**src/qem_pkg.sv**
```systemverilog
// qem_pkg: shared types, constants and helper functions of the quadrature
// encoder monitor. No dependencies; used by every module under src/.

package qem_pkg;

    // Stream payload widths (tdata in whole bytes)
    localparam int IN_TDATA_W  = 96;
    localparam int IN_TUSER_W  = 1;
    localparam int OUT_TDATA_W = 144;

    // Configuration port widths
    localparam int CFG_INDEX_W = 3;
    localparam int CFG_DATA_W  = 16;

    // Field widths
    localparam int TIME_W  = 32;
    localparam int ADC_W   = 10;
    localparam int CNT_W   = 32;
    localparam int MS_W    = 16;
    localparam int SEEN_W  = 8;
    localparam int DFLAG_W = 6;

    // Configuration register indexes
    typedef enum logic [CFG_INDEX_W-1:0] {
        REG_DIFF_MODE   = 3'd0,
        REG_DIFF_THRESH = 3'd1,
        REG_INDEX_HOLD  = 3'd2,
        REG_SPEED_WIN   = 3'd3,
        REG_IDLE_TMO    = 3'd4
    } t_reg_index;

    // Reset values of the configuration registers
    localparam logic             RST_DIFF_MODE   = 1'b0;
    localparam logic [ADC_W-1:0] RST_DIFF_THRESH = 10'd100;
    localparam logic [MS_W-1:0]  RST_INDEX_HOLD  = 16'd500;
    localparam logic [MS_W-1:0]  RST_SPEED_WIN   = 16'd1000;
    localparam logic [MS_W-1:0]  RST_IDLE_TMO    = 16'd200;

    // Item kind carried in tuser
    typedef enum logic {
        OP_EDGE = 1'b0,
        OP_POLL = 1'b1
    } t_opcode;

    // Direction / step, two's complement
    typedef logic signed [1:0] t_dir;
    localparam t_dir DIR_ZERO = 2'sb00;
    localparam t_dir DIR_POS  = 2'sb01;
    localparam t_dir DIR_NEG  = 2'sb11;

    // Step decode, indexed by {prev A, prev B, cur A, cur B}
    localparam t_dir STEP_TABLE [0:15] = '{
        DIR_ZERO, DIR_NEG,  DIR_POS,  DIR_ZERO,
        DIR_POS,  DIR_ZERO, DIR_ZERO, DIR_NEG,
        DIR_NEG,  DIR_ZERO, DIR_ZERO, DIR_POS,
        DIR_ZERO, DIR_POS,  DIR_NEG,  DIR_ZERO
    };

    // Configuration register set
    typedef struct packed {
        logic             diff_mode;
        logic [ADC_W-1:0] diff_thresh;
        logic [MS_W-1:0]  index_hold;
        logic [MS_W-1:0]  speed_win;
        logic [MS_W-1:0]  idle_tmo;
    } t_cfg;

    // One input item, unpacked from the stream
    typedef struct packed {
        t_opcode           opcode;
        logic              level_a;
        logic              level_b;
        logic              level_r;
        logic [TIME_W-1:0] now_ms;
        logic [ADC_W-1:0]  a_plus;
        logic [ADC_W-1:0]  a_minus;
        logic [ADC_W-1:0]  b_plus;
        logic [ADC_W-1:0]  b_minus;
        logic [ADC_W-1:0]  r_plus;
        logic [ADC_W-1:0]  r_minus;
    } t_item;

    // One result item
    typedef struct packed {
        logic [CNT_W-1:0]   position;
        t_dir               direction;
        logic [CNT_W-1:0]   speed;
        logic [CNT_W-1:0]   error_count;
        logic               index_present;
        logic [CNT_W-1:0]   index_pulse_count;
        logic               in_index_cycle;
        logic               a_seen_high;
        logic               b_seen_high;
        logic [DFLAG_W-1:0] diff_flags;
    } t_result;

    // Differential check: bit0 set when plus-minus > th, bit1 when < -th
    function automatic logic [1:0] diff_check(
        input logic [ADC_W-1:0] plus,
        input logic [ADC_W-1:0] minus,
        input logic [ADC_W-1:0] th
    );
        logic signed [ADC_W+1:0] d;
        logic signed [ADC_W+1:0] t;
        d = $signed({2'b00, plus}) - $signed({2'b00, minus});
        t = $signed({2'b00, th});
        return {(d < -t), (d > t)};
    endfunction

endpackage

```
**src/qem_cfg_regs.sv**
```systemverilog
// qem_cfg_regs: configuration register file of the encoder monitor.
// Depends on qem_pkg (register indexes, reset values, t_cfg).

module qem_cfg_regs (
    input  logic                           i_clk,
    input  logic                           i_rst_n,
    input  logic                           i_cfg_valid,
    input  logic [qem_pkg::CFG_INDEX_W-1:0] i_cfg_index,
    input  logic [qem_pkg::CFG_DATA_W-1:0]  i_cfg_data,
    output qem_pkg::t_cfg                  o_cfg
);

    qem_pkg::t_cfg r_cfg;

    // Register writes; unknown indexes are dropped
    always_ff @(posedge i_clk) begin
        if (!i_rst_n) begin
            r_cfg.diff_mode   <= qem_pkg::RST_DIFF_MODE;
            r_cfg.diff_thresh <= qem_pkg::RST_DIFF_THRESH;
            r_cfg.index_hold  <= qem_pkg::RST_INDEX_HOLD;
            r_cfg.speed_win   <= qem_pkg::RST_SPEED_WIN;
            r_cfg.idle_tmo    <= qem_pkg::RST_IDLE_TMO;
        end else if (i_cfg_valid) begin
            case (i_cfg_index)
                qem_pkg::REG_DIFF_MODE:   r_cfg.diff_mode   <= i_cfg_data[0];
                qem_pkg::REG_DIFF_THRESH: r_cfg.diff_thresh <= i_cfg_data[qem_pkg::ADC_W-1:0];
                qem_pkg::REG_INDEX_HOLD:  r_cfg.index_hold  <= i_cfg_data;
                qem_pkg::REG_SPEED_WIN:   r_cfg.speed_win   <= i_cfg_data;
                qem_pkg::REG_IDLE_TMO:    r_cfg.idle_tmo    <= i_cfg_data;
                default: ;
            endcase
        end
    end

    assign o_cfg = r_cfg;

endmodule

```
**src/qem_tracker.sv**
```systemverilog
// qem_tracker: encoder state registers and the single-pass update for one
// edge or poll item. Depends on qem_pkg (t_item, t_cfg, t_result, tables).

module qem_tracker #(
    parameter int POSITION_WIDTH = 32
) (
    input  logic             i_clk,
    input  logic             i_rst_n,
    input  qem_pkg::t_cfg    i_cfg,
    input  logic             i_step_en,
    input  qem_pkg::t_item   i_item,
    output qem_pkg::t_result o_result
);

    localparam int PW = POSITION_WIDTH;

    // State
    logic [PW-1:0]                    r_pos,  n_pos;
    qem_pkg::t_dir                    r_dir,  n_dir;
    logic [1:0]                       r_last_ab, n_last_ab;
    logic [qem_pkg::TIME_W-1:0]       r_last_step_time, n_last_step_time;
    logic [qem_pkg::TIME_W-1:0]       r_win_time, n_win_time;
    logic [PW-1:0]                    r_win_pos, n_win_pos;
    logic [qem_pkg::CNT_W-1:0]        r_speed, n_speed;
    logic [qem_pkg::CNT_W-1:0]        r_err, n_err;
    logic                             r_r_present, n_r_present;
    logic [qem_pkg::TIME_W-1:0]       r_last_r_high, n_last_r_high;
    logic                             r_last_r_level, n_last_r_level;
    logic                             r_idx_active, n_idx_active;
    qem_pkg::t_dir                    r_idx_dir, n_idx_dir;
    logic [PW-1:0]                    r_idx_ref, n_idx_ref;
    logic [qem_pkg::CNT_W-1:0]        r_idx_count, n_idx_count;
    logic [qem_pkg::SEEN_W-1:0]       r_seen, n_seen;

    // Edge decode
    qem_pkg::t_dir step;
    assign step = qem_pkg::STEP_TABLE[{r_last_ab, i_item.level_a, i_item.level_b}];

    // Distance from the window start and from the index reference
    logic [PW-1:0] win_diff, win_mag, idx_diff, idx_mag;
    logic          win_sat;
    assign win_diff = r_pos - r_win_pos;
    assign win_mag  = win_diff[PW-1] ? (~win_diff + PW'(1)) : win_diff;
    assign idx_diff = r_pos - r_idx_ref;
    assign idx_mag  = idx_diff[PW-1] ? (~idx_diff + PW'(1)) : idx_diff;

    // Speed saturates only when the position is wider than the output
    generate
        if (PW > qem_pkg::CNT_W) begin : g_sat
            assign win_sat = |win_mag[PW-1:qem_pkg::CNT_W];
        end else begin : g_nosat
            assign win_sat = 1'b0;
        end
    endgenerate

    // Elapsed times (modulo 2^32)
    logic [qem_pkg::TIME_W-1:0] dt_r_high, dt_win, dt_step;
    assign dt_r_high = i_item.now_ms - r_last_r_high;
    assign dt_win    = i_item.now_ms - r_win_time;
    assign dt_step   = i_item.now_ms - r_last_step_time;

    // Differential flags of this item
    logic [1:0] dflag_a, dflag_b, dflag_r;
    assign dflag_a = qem_pkg::diff_check(i_item.a_plus, i_item.a_minus, i_cfg.diff_thresh);
    assign dflag_b = qem_pkg::diff_check(i_item.b_plus, i_item.b_minus, i_cfg.diff_thresh);
    assign dflag_r = qem_pkg::diff_check(i_item.r_plus, i_item.r_minus, i_cfg.diff_thresh);

    logic rising, abort;
    assign rising = i_item.level_r && !r_last_r_level;
    // Direction checked against the one latched now or at the last rising edge
    assign abort  = (rising || r_idx_active) && (r_dir != qem_pkg::DIR_ZERO)
                    && (r_dir != (rising ? r_dir : r_idx_dir));

    // Next state
    always_comb begin
        n_pos            = r_pos;
        n_dir            = r_dir;
        n_last_ab        = r_last_ab;
        n_last_step_time = r_last_step_time;
        n_win_time       = r_win_time;
        n_win_pos        = r_win_pos;
        n_speed          = r_speed;
        n_err            = r_err;
        n_r_present      = r_r_present;
        n_last_r_high    = r_last_r_high;
        n_last_r_level   = r_last_r_level;
        n_idx_active     = r_idx_active;
        n_idx_dir        = r_idx_dir;
        n_idx_ref        = r_idx_ref;
        n_idx_count      = r_idx_count;
        n_seen           = r_seen;
        case (i_item.opcode)
            qem_pkg::OP_EDGE: begin
                // step decode and position
                if (step != qem_pkg::DIR_ZERO) begin
                    n_pos            = (step == qem_pkg::DIR_POS) ? r_pos + PW'(1)
                                                                  : r_pos - PW'(1);
                    n_dir            = step;
                    n_last_step_time = i_item.now_ms;
                    n_last_ab        = {i_item.level_a, i_item.level_b};
                    n_seen[0]        = r_seen[0] | i_item.level_a;
                    n_seen[1]        = r_seen[1] | i_item.level_b;
                end else begin
                    n_err = r_err + qem_pkg::CNT_W'(1);
                end
                // sticky ADC flags
                if (i_cfg.diff_mode) begin
                    n_seen[7:2] = r_seen[7:2] | {dflag_r, dflag_b, dflag_a};
                end
            end
            qem_pkg::OP_POLL: begin
                // index presence with hold time
                if (i_item.level_r) begin
                    n_r_present   = 1'b1;
                    n_last_r_high = i_item.now_ms;
                end else if (dt_r_high > qem_pkg::TIME_W'(i_cfg.index_hold)) begin
                    n_r_present = 1'b0;
                end
                n_last_r_level = i_item.level_r;
                // speed window
                if (dt_win >= qem_pkg::TIME_W'(i_cfg.speed_win)) begin
                    n_speed    = win_sat ? '1 : qem_pkg::CNT_W'(win_mag);
                    n_win_pos  = r_pos;
                    n_win_time = i_item.now_ms;
                end
                // index pulse counting
                if (rising) begin
                    n_idx_active = 1'b1;
                    n_idx_dir    = r_dir;
                    n_idx_ref    = r_pos;
                    n_idx_count  = '0;
                end
                if (abort) begin
                    n_idx_active = 1'b0;
                    n_idx_count  = '0;
                end else if (rising) begin
                    n_idx_ref = r_pos;
                end else if (r_idx_active) begin
                    n_idx_count = r_idx_count + qem_pkg::CNT_W'(idx_mag);
                    n_idx_ref   = r_pos;
                end
                // idle timeout clears direction
                if (dt_step > qem_pkg::TIME_W'(i_cfg.idle_tmo)) begin
                    n_dir = qem_pkg::DIR_ZERO;
                end
            end
            default: ;
        endcase
    end

    // State registers
    always_ff @(posedge i_clk) begin
        if (!i_rst_n) begin
            r_pos            <= '0;
            r_dir            <= qem_pkg::DIR_ZERO;
            r_last_ab        <= '0;
            r_last_step_time <= '0;
            r_win_time       <= '0;
            r_win_pos        <= '0;
            r_speed          <= '0;
            r_err            <= '0;
            r_r_present      <= 1'b0;
            r_last_r_high    <= '0;
            r_last_r_level   <= 1'b0;
            r_idx_active     <= 1'b0;
            r_idx_dir        <= qem_pkg::DIR_ZERO;
            r_idx_ref        <= '0;
            r_idx_count      <= '0;
            r_seen           <= '0;
        end else if (i_step_en) begin
            r_pos            <= n_pos;
            r_dir            <= n_dir;
            r_last_ab        <= n_last_ab;
            r_last_step_time <= n_last_step_time;
            r_win_time       <= n_win_time;
            r_win_pos        <= n_win_pos;
            r_speed          <= n_speed;
            r_err            <= n_err;
            r_r_present      <= n_r_present;
            r_last_r_high    <= n_last_r_high;
            r_last_r_level   <= n_last_r_level;
            r_idx_active     <= n_idx_active;
            r_idx_dir        <= n_idx_dir;
            r_idx_ref        <= n_idx_ref;
            r_idx_count      <= n_idx_count;
            r_seen           <= n_seen;
        end
    end

    // Result reflects the state after this item
    assign o_result.position          = qem_pkg::CNT_W'(n_pos);
    assign o_result.direction         = n_dir;
    assign o_result.speed             = n_speed;
    assign o_result.error_count       = n_err;
    assign o_result.index_present     = n_r_present;
    assign o_result.index_pulse_count = n_idx_count;
    assign o_result.in_index_cycle    = n_idx_active;
    assign o_result.a_seen_high       = n_seen[0];
    assign o_result.b_seen_high       = n_seen[1];
    assign o_result.diff_flags        = n_seen[7:2];

endmodule

```
**src/quadrature_encoder_monitor.sv**
```systemverilog
// quadrature_encoder_monitor: top level with input register, result register
// and stream ports. Depends on qem_pkg, qem_cfg_regs and qem_tracker.

// Takes one item per clock while the result stream is not stalled: an edge
// item (A/B levels plus six ADC readings) or a poll item (R level and time),
// and returns one result per item with the encoder state after it. An item is
// registered at the input and the whole state update runs in one pass into
// the result register, which keeps the rate at one item per clock. While a
// result waits, the input register still takes one more item; after that the
// input stalls until the result is taken.
// Configuration writes are accepted every cycle; write only while idle.

module quadrature_encoder_monitor #(
    parameter int POSITION_WIDTH = 32
) (
    input  logic                            i_clk,
    input  logic                            i_rst_n,
    // input stream
    input  logic                            i_s_axis_tvalid,
    output logic                            o_s_axis_tready,
    // [0] level_a, [1] level_b, [2] level_r, [34:3] now_ms, [44:35] a_plus,
    // [54:45] a_minus, [64:55] b_plus, [74:65] b_minus, [84:75] r_plus,
    // [94:85] r_minus, [95] zero
    input  logic [qem_pkg::IN_TDATA_W-1:0]  i_s_axis_tdata,
    // [0] opcode
    input  logic [qem_pkg::IN_TUSER_W-1:0]  i_s_axis_tuser,
    // result stream
    output logic                            o_m_axis_tvalid,
    input  logic                            i_m_axis_tready,
    // [31:0] position, [33:32] direction, [65:34] speed, [97:66] error_count,
    // [98] index_present, [130:99] index_pulse_count, [131] in_index_cycle,
    // [132] a_seen_high, [133] b_seen_high, [139:134] diff_flags, [143:140] zero
    output logic [qem_pkg::OUT_TDATA_W-1:0] o_m_axis_tdata,
    // configuration writes
    input  logic                            i_cfg_valid,
    output logic                            o_cfg_ready,
    input  logic [qem_pkg::CFG_INDEX_W-1:0] i_cfg_index,
    input  logic [qem_pkg::CFG_DATA_W-1:0]  i_cfg_data
);

    qem_pkg::t_cfg    cfg;
    qem_pkg::t_item   in_item;
    qem_pkg::t_result result;

    logic             r_in_valid;
    qem_pkg::t_item   r_in_item;
    logic             r_out_valid;
    logic [qem_pkg::OUT_TDATA_W-1:0] r_out_tdata;
    logic             advance;

    assign o_cfg_ready = 1'b1;

    qem_cfg_regs u_cfg_regs (
        .i_clk       (i_clk),
        .i_rst_n     (i_rst_n),
        .i_cfg_valid (i_cfg_valid),
        .i_cfg_index (i_cfg_index),
        .i_cfg_data  (i_cfg_data),
        .o_cfg       (cfg)
    );

    // Unpack the stream payload
    assign in_item.opcode  = qem_pkg::t_opcode'(i_s_axis_tuser[0]);
    assign in_item.level_a = i_s_axis_tdata[0];
    assign in_item.level_b = i_s_axis_tdata[1];
    assign in_item.level_r = i_s_axis_tdata[2];
    assign in_item.now_ms  = i_s_axis_tdata[34:3];
    assign in_item.a_plus  = i_s_axis_tdata[44:35];
    assign in_item.a_minus = i_s_axis_tdata[54:45];
    assign in_item.b_plus  = i_s_axis_tdata[64:55];
    assign in_item.b_minus = i_s_axis_tdata[74:65];
    assign in_item.r_plus  = i_s_axis_tdata[84:75];
    assign in_item.r_minus = i_s_axis_tdata[94:85];

    // Handshake: an item moves on when the result register is free or drains
    assign advance         = r_in_valid && (!r_out_valid || i_m_axis_tready);
    assign o_s_axis_tready = !r_in_valid || advance;

    // Input register
    always_ff @(posedge i_clk) begin
        if (!i_rst_n) begin
            r_in_valid <= 1'b0;
        end else if (i_s_axis_tvalid && o_s_axis_tready) begin
            r_in_valid <= 1'b1;
        end else if (advance) begin
            r_in_valid <= 1'b0;
        end
    end

    always_ff @(posedge i_clk) begin
        if (i_s_axis_tvalid && o_s_axis_tready) begin
            r_in_item <= in_item;
        end
    end

    qem_tracker #(
        .POSITION_WIDTH (POSITION_WIDTH)
    ) u_tracker (
        .i_clk     (i_clk),
        .i_rst_n   (i_rst_n),
        .i_cfg     (cfg),
        .i_step_en (advance),
        .i_item    (r_in_item),
        .o_result  (result)
    );

    // Result register
    always_ff @(posedge i_clk) begin
        if (!i_rst_n) begin
            r_out_valid <= 1'b0;
        end else if (advance) begin
            r_out_valid <= 1'b1;
        end else if (i_m_axis_tready) begin
            r_out_valid <= 1'b0;
        end
    end

    always_ff @(posedge i_clk) begin
        if (advance) begin
            r_out_tdata <= {4'b0000,
                            result.diff_flags,
                            result.b_seen_high,
                            result.a_seen_high,
                            result.in_index_cycle,
                            result.index_pulse_count,
                            result.index_present,
                            result.error_count,
                            result.speed,
                            result.direction,
                            result.position};
        end
    end

    assign o_m_axis_tvalid = r_out_valid;
    assign o_m_axis_tdata  = r_out_tdata;

endmodule
```
**config.mk**
```make
export PLATFORM = sky130hd
export DESIGN_NAME = quadrature_encoder_monitor
export DESIGN_NICKNAME = d
export VERILOG_FILES = /design/src/qem_pkg.sv /design/src/qem_cfg_regs.sv /design/src/qem_tracker.sv /design/src/quadrature_encoder_monitor.sv
export SDC_FILE = /design/constraint.sdc
export NUM_CORES = 2
export LEC_CHECK = 0
export BUFFER_PORTS_ARGS = -buffer_cell sky130_fd_sc_hd__buf_4
export CAP_MARGIN = 20
export CORE_UTILIZATION = 35
export CTS_BUF_LIST = sky130_fd_sc_hd__clkbuf_4 sky130_fd_sc_hd__clkbuf_8 sky130_fd_sc_hd__clkbuf_16
export DETAILED_ROUTE_END_ITERATION = 16
export GPL_ROUTABILITY_DRIVEN = 0
export PLACE_DENSITY_LB_ADDON = 0.25
export SLEW_MARGIN = 20
export SYNTH_ARGS = -nofsm -noshare
export SYNTH_HDL_FRONTEND = slang
export SYNTH_SLANG_ARGS = --single-unit
```
**constraint.sdc**
```tcl
create_clock -name i_clk -period 15.85 [get_ports i_clk]
set_clock_uncertainty 0.1 [all_clocks]
set_input_delay 0 -clock i_clk [delete_from_list [all_inputs] [get_ports i_clk]]
set_output_delay 0 -clock i_clk [all_outputs]
set_load 0.05 [all_outputs]
```
==> impl_metrics.ini <==
[status]
status = complete, no violations

[critical_path]
critPathLaunchType = register
cp_top_family = compound AO/OA/AOI/OAI gates
worstSetupEndpointType = register
path_buf_inv = 2
reg2reg_slack_ns = 8.75
crit_fanout = 31
crit_slowest_cell = dfxtp_1
arrival_ns = 7.38
path_class = register to register
slowest_delay_ns = 0.51
cp.required_ns = 16.13

[route]
drt_iter0_drc = 2178
antenna_left = 0
avgViaCountPerCell = 5.19
detailroute.via_count = 33924
drc_errors = 0
wl_per_cell_um = 17.2
finalWirelength_um = 112000
drt-pass1-iter-count = 5

[logic_synthesis]
synth_edf_count = 236
yosysTopAreaCell = dfxtp_1
syn_inst = 4587
synth_commonest_cells = 487 x nand2_1, 481 x a21oi_1, 367 x ha_1
synth-async-reset-ratio_pct = 0
ys_ff_latch = 602
synth.most_common_cell = nand2_1
yosysSeqAreaShare_pct = 36.4
syn_area_mm2 = 0.0396
synth_flop_cell = dfxtp_1
synth.avg_cell_area_um2 = 8.63
synth_top_area_share_pct = 18.5
synth-warning-count = 0
yosys-top-cells-area = dfxtp_1 19%, edfxtp_1 18%, ha_1 12%, a21oi_1 6.1%, nand2_1 4.6%
netlist-cell-type-count = 97

[clock_tree]
clk_latency_ns = 0.65
clock_path_buffers = 3
cts.sinks = 602
clkTransAtPathRegs_ns = 0.06
cts_tree = done
cts_root_buffer = clkbuf_16
htree_levels = 3
cts-buffers-inserted = 75

[sta]
rsz0062_at_grt = no
tightest_slew_ns = 1.14
worst_slack_ns = 8.75
fmax_mhz = 141
fin_hold_ws_ns = 0.0540
slew-limit-headroom_pct = 23.7
hold_violations = 0
fin_crit_ns = 7.10
setup_tns_ns = 0
drv_slew = 0
final.period_utilization_pct = 44.8
setup_viol = 0

[power]
p_comb_share_pct = 35.3
p_int_uw = 3510
power_density_mw_per_mm2 = 114
pwr-share-seq_pct = 32.2
totalPowerFinal_uw = 5440
power_leakage_uw = 0.0192
peakVddDrop_mv = 0.0754
power.clock.fraction_pct = 32.6
swShare_pct = 35.4
p_switching_uw = 1920

[worst_hold_path]
hold_class = input port to register

[floorplan]
core_area_mm2 = 0.111
ios = 268
dieHeight_um = 338
dieArea_mm2 = 0.114
die_w_um = 338
start_util_pct = 35.5
rows = 122

[placed_design]
hpwl_um = 79100
port_buffers = 261
postPlaceCellArea_mm2 = 0.0429
dp_slack_ns = 8.85

[flow_run]
maxCapViolCount = 0

[final_layout]
drive_above_1_share_pct = 10.1
fin_area_mm2 = 0.0477
nets = 5479
antenna_cells = 0
area_growth_pct = 20.6

[global_route]
grt_pass1_wl_um = 177000
grtUsageTotal_pct = 19.1
grt_max_degree = 81
antenna_found_initial = 4
grt_pass1_vias = 32299
grt.overflow.total = 0
-- logic make-up after synthesis --
| kind of cell | Yosys count | synth area share (%) |
|---|---|---|
| AO/OA/AOI/OAI | 1304 | 20.6 |
| XOR/XNOR | 310 | 6.88 |
| adder cells (fa/ha/maj) | 377 | 12.1 |
| buffers and inverters | 540 | 5.22 |
| flip-flops | 602 | 36.4 |
| multiplexers | 104 | 2.81 |
| other | 2 | 0.0190 |
| AND/OR/NAND/NOR | 1348 | 15.9 |
-- sequential cells by signal, summed over array words and instances, names as in the netlist, 2 cells and up --
signal,flops
u_tracker.r_idx_ref,32
u_tracker.r_last_ab,2
u_tracker.r_win_pos,32
u_tracker.r_idx_count,32
u_cfg_regs.o_cfg,59
r_in_item,96
u_tracker.r_pos,32
o_m_axis_tdata,140
u_tracker.r_dir,2
u_tracker.r_seen,8
u_tracker.r_idx_dir,2
u_tracker.r_speed,32
u_tracker.r_last_r_high,32
u_tracker.r_last_step_time,32
u_tracker.r_win_time,32
u_tracker.r_err,32
-- cell type report --
type	count	area, µm²
sequential	602	14400
fill	11004	63700
timing repair buffer	513	4420
clock inverter	32	265
clock buffer	108	2290
inverter	341	1290
tap	1488	1860
multi-input combinational	3448	23200
-- worst reg2reg max path, cell delays in order, from the launching register on --
cell       delay [ns]
dfxtp_1          0.51
inv_1            0.16
ha_1             0.24
nand2b_1         0.18
a21o_1           0.22
a2111oi_0        0.50
nor2_1           0.21
a21oi_1          0.36
o21ai_0          0.28
a311oi_4         0.31
buf_4            0.34
nor2b_1          0.11
xnor2_1          0.16
ha_1             0.42
nand4_1          0.15
or3_1            0.41
a211oi_1         0.38
or2_2            0.21
a22oi_1          0.10
a211oi_1         0.49
a211o_1          0.24
a31o_2           0.18
a41o_1           0.14
nand3_2          0.10
a21oi_1          0.14
o21ba_2          0.20
-- worst paths after layout --
| path | start | end | depth (start not counted) |
|---|---|---|---|
| min | i_s_axis_tdata[83] | r_in_item[18]$_DFFE_PP_ | 2 |
| max reg2reg | u_tracker.r_pos[0]$_SDFFE_PN0P_ | o_m_axis_tdata[130]$_DFFE_PP_ | 25 |
| min reg2reg | u_tracker.r_seen[7]$_SDFFE_PN0P_ | u_tracker.r_seen[7]$_SDFFE_PN0P_ | 2 |
| max | u_tracker.r_pos[0]$_SDFFE_PN0P_ | o_m_axis_tdata[130]$_DFFE_PP_ | 25 |
-- per-layer routing --
| metal | GRT usage [%] | wire length, µm | vias up |
|---|---|---|---|
| met1 | 24.9 | 51700 | 16013 |
| met5 | 0 | 7 | - |
| met4 | 4.81 | 2670 | 2 |
| met2 | 32.7 | 52900 | 605 |
| met3 | 3.16 | 5200 | 151 |
| li1 | - | - | 17153 |
-- cells in the final DEF (no fill, tap or decap), drive strengths merged, types with 222 or more instances in the layout --
cell type,netlist,routed
inv,339,342
buf,28,291
nand2,487,487
dfxtp,366,366
o21ai,263,263
edfxtp,236,236
nor2,318,318
ha,367,367
a21oi,481,481
dlygate4sd3,0,222
-- per-stage QoR --
step                      util [%]  cells
after floorplan                  -   4590
after global placement        38.5   6169
after detailed placement      38.5   6170
after CTS                     42.8   6532
after global routing          42.8   6532
final                         42.8   6532
-- power groups by stage --
| stage | registers (µW) | clock network [µW] | logic, µW |
|---|---|---|---|
| floorplan | 1870 | 0 | 1310 |
| global placement | 1780 | 0 | 1860 |
| detailed placement | 1780 | 0 | 1870 |
| CTS | 1750 | 1820 | 1920 |
| global route | 1760 | 1880 | 2120 |
| finish | 1750 | 1770 | 1920 |
-- timing repair --
item | in CTS | in global routing
gates resized for setup | 0 | 0
hold endpoints to repair | 259 | 0
hold buffers | 222 | 0
setup buffers | 0 | 0
Power figures use the tool's default switching activity.
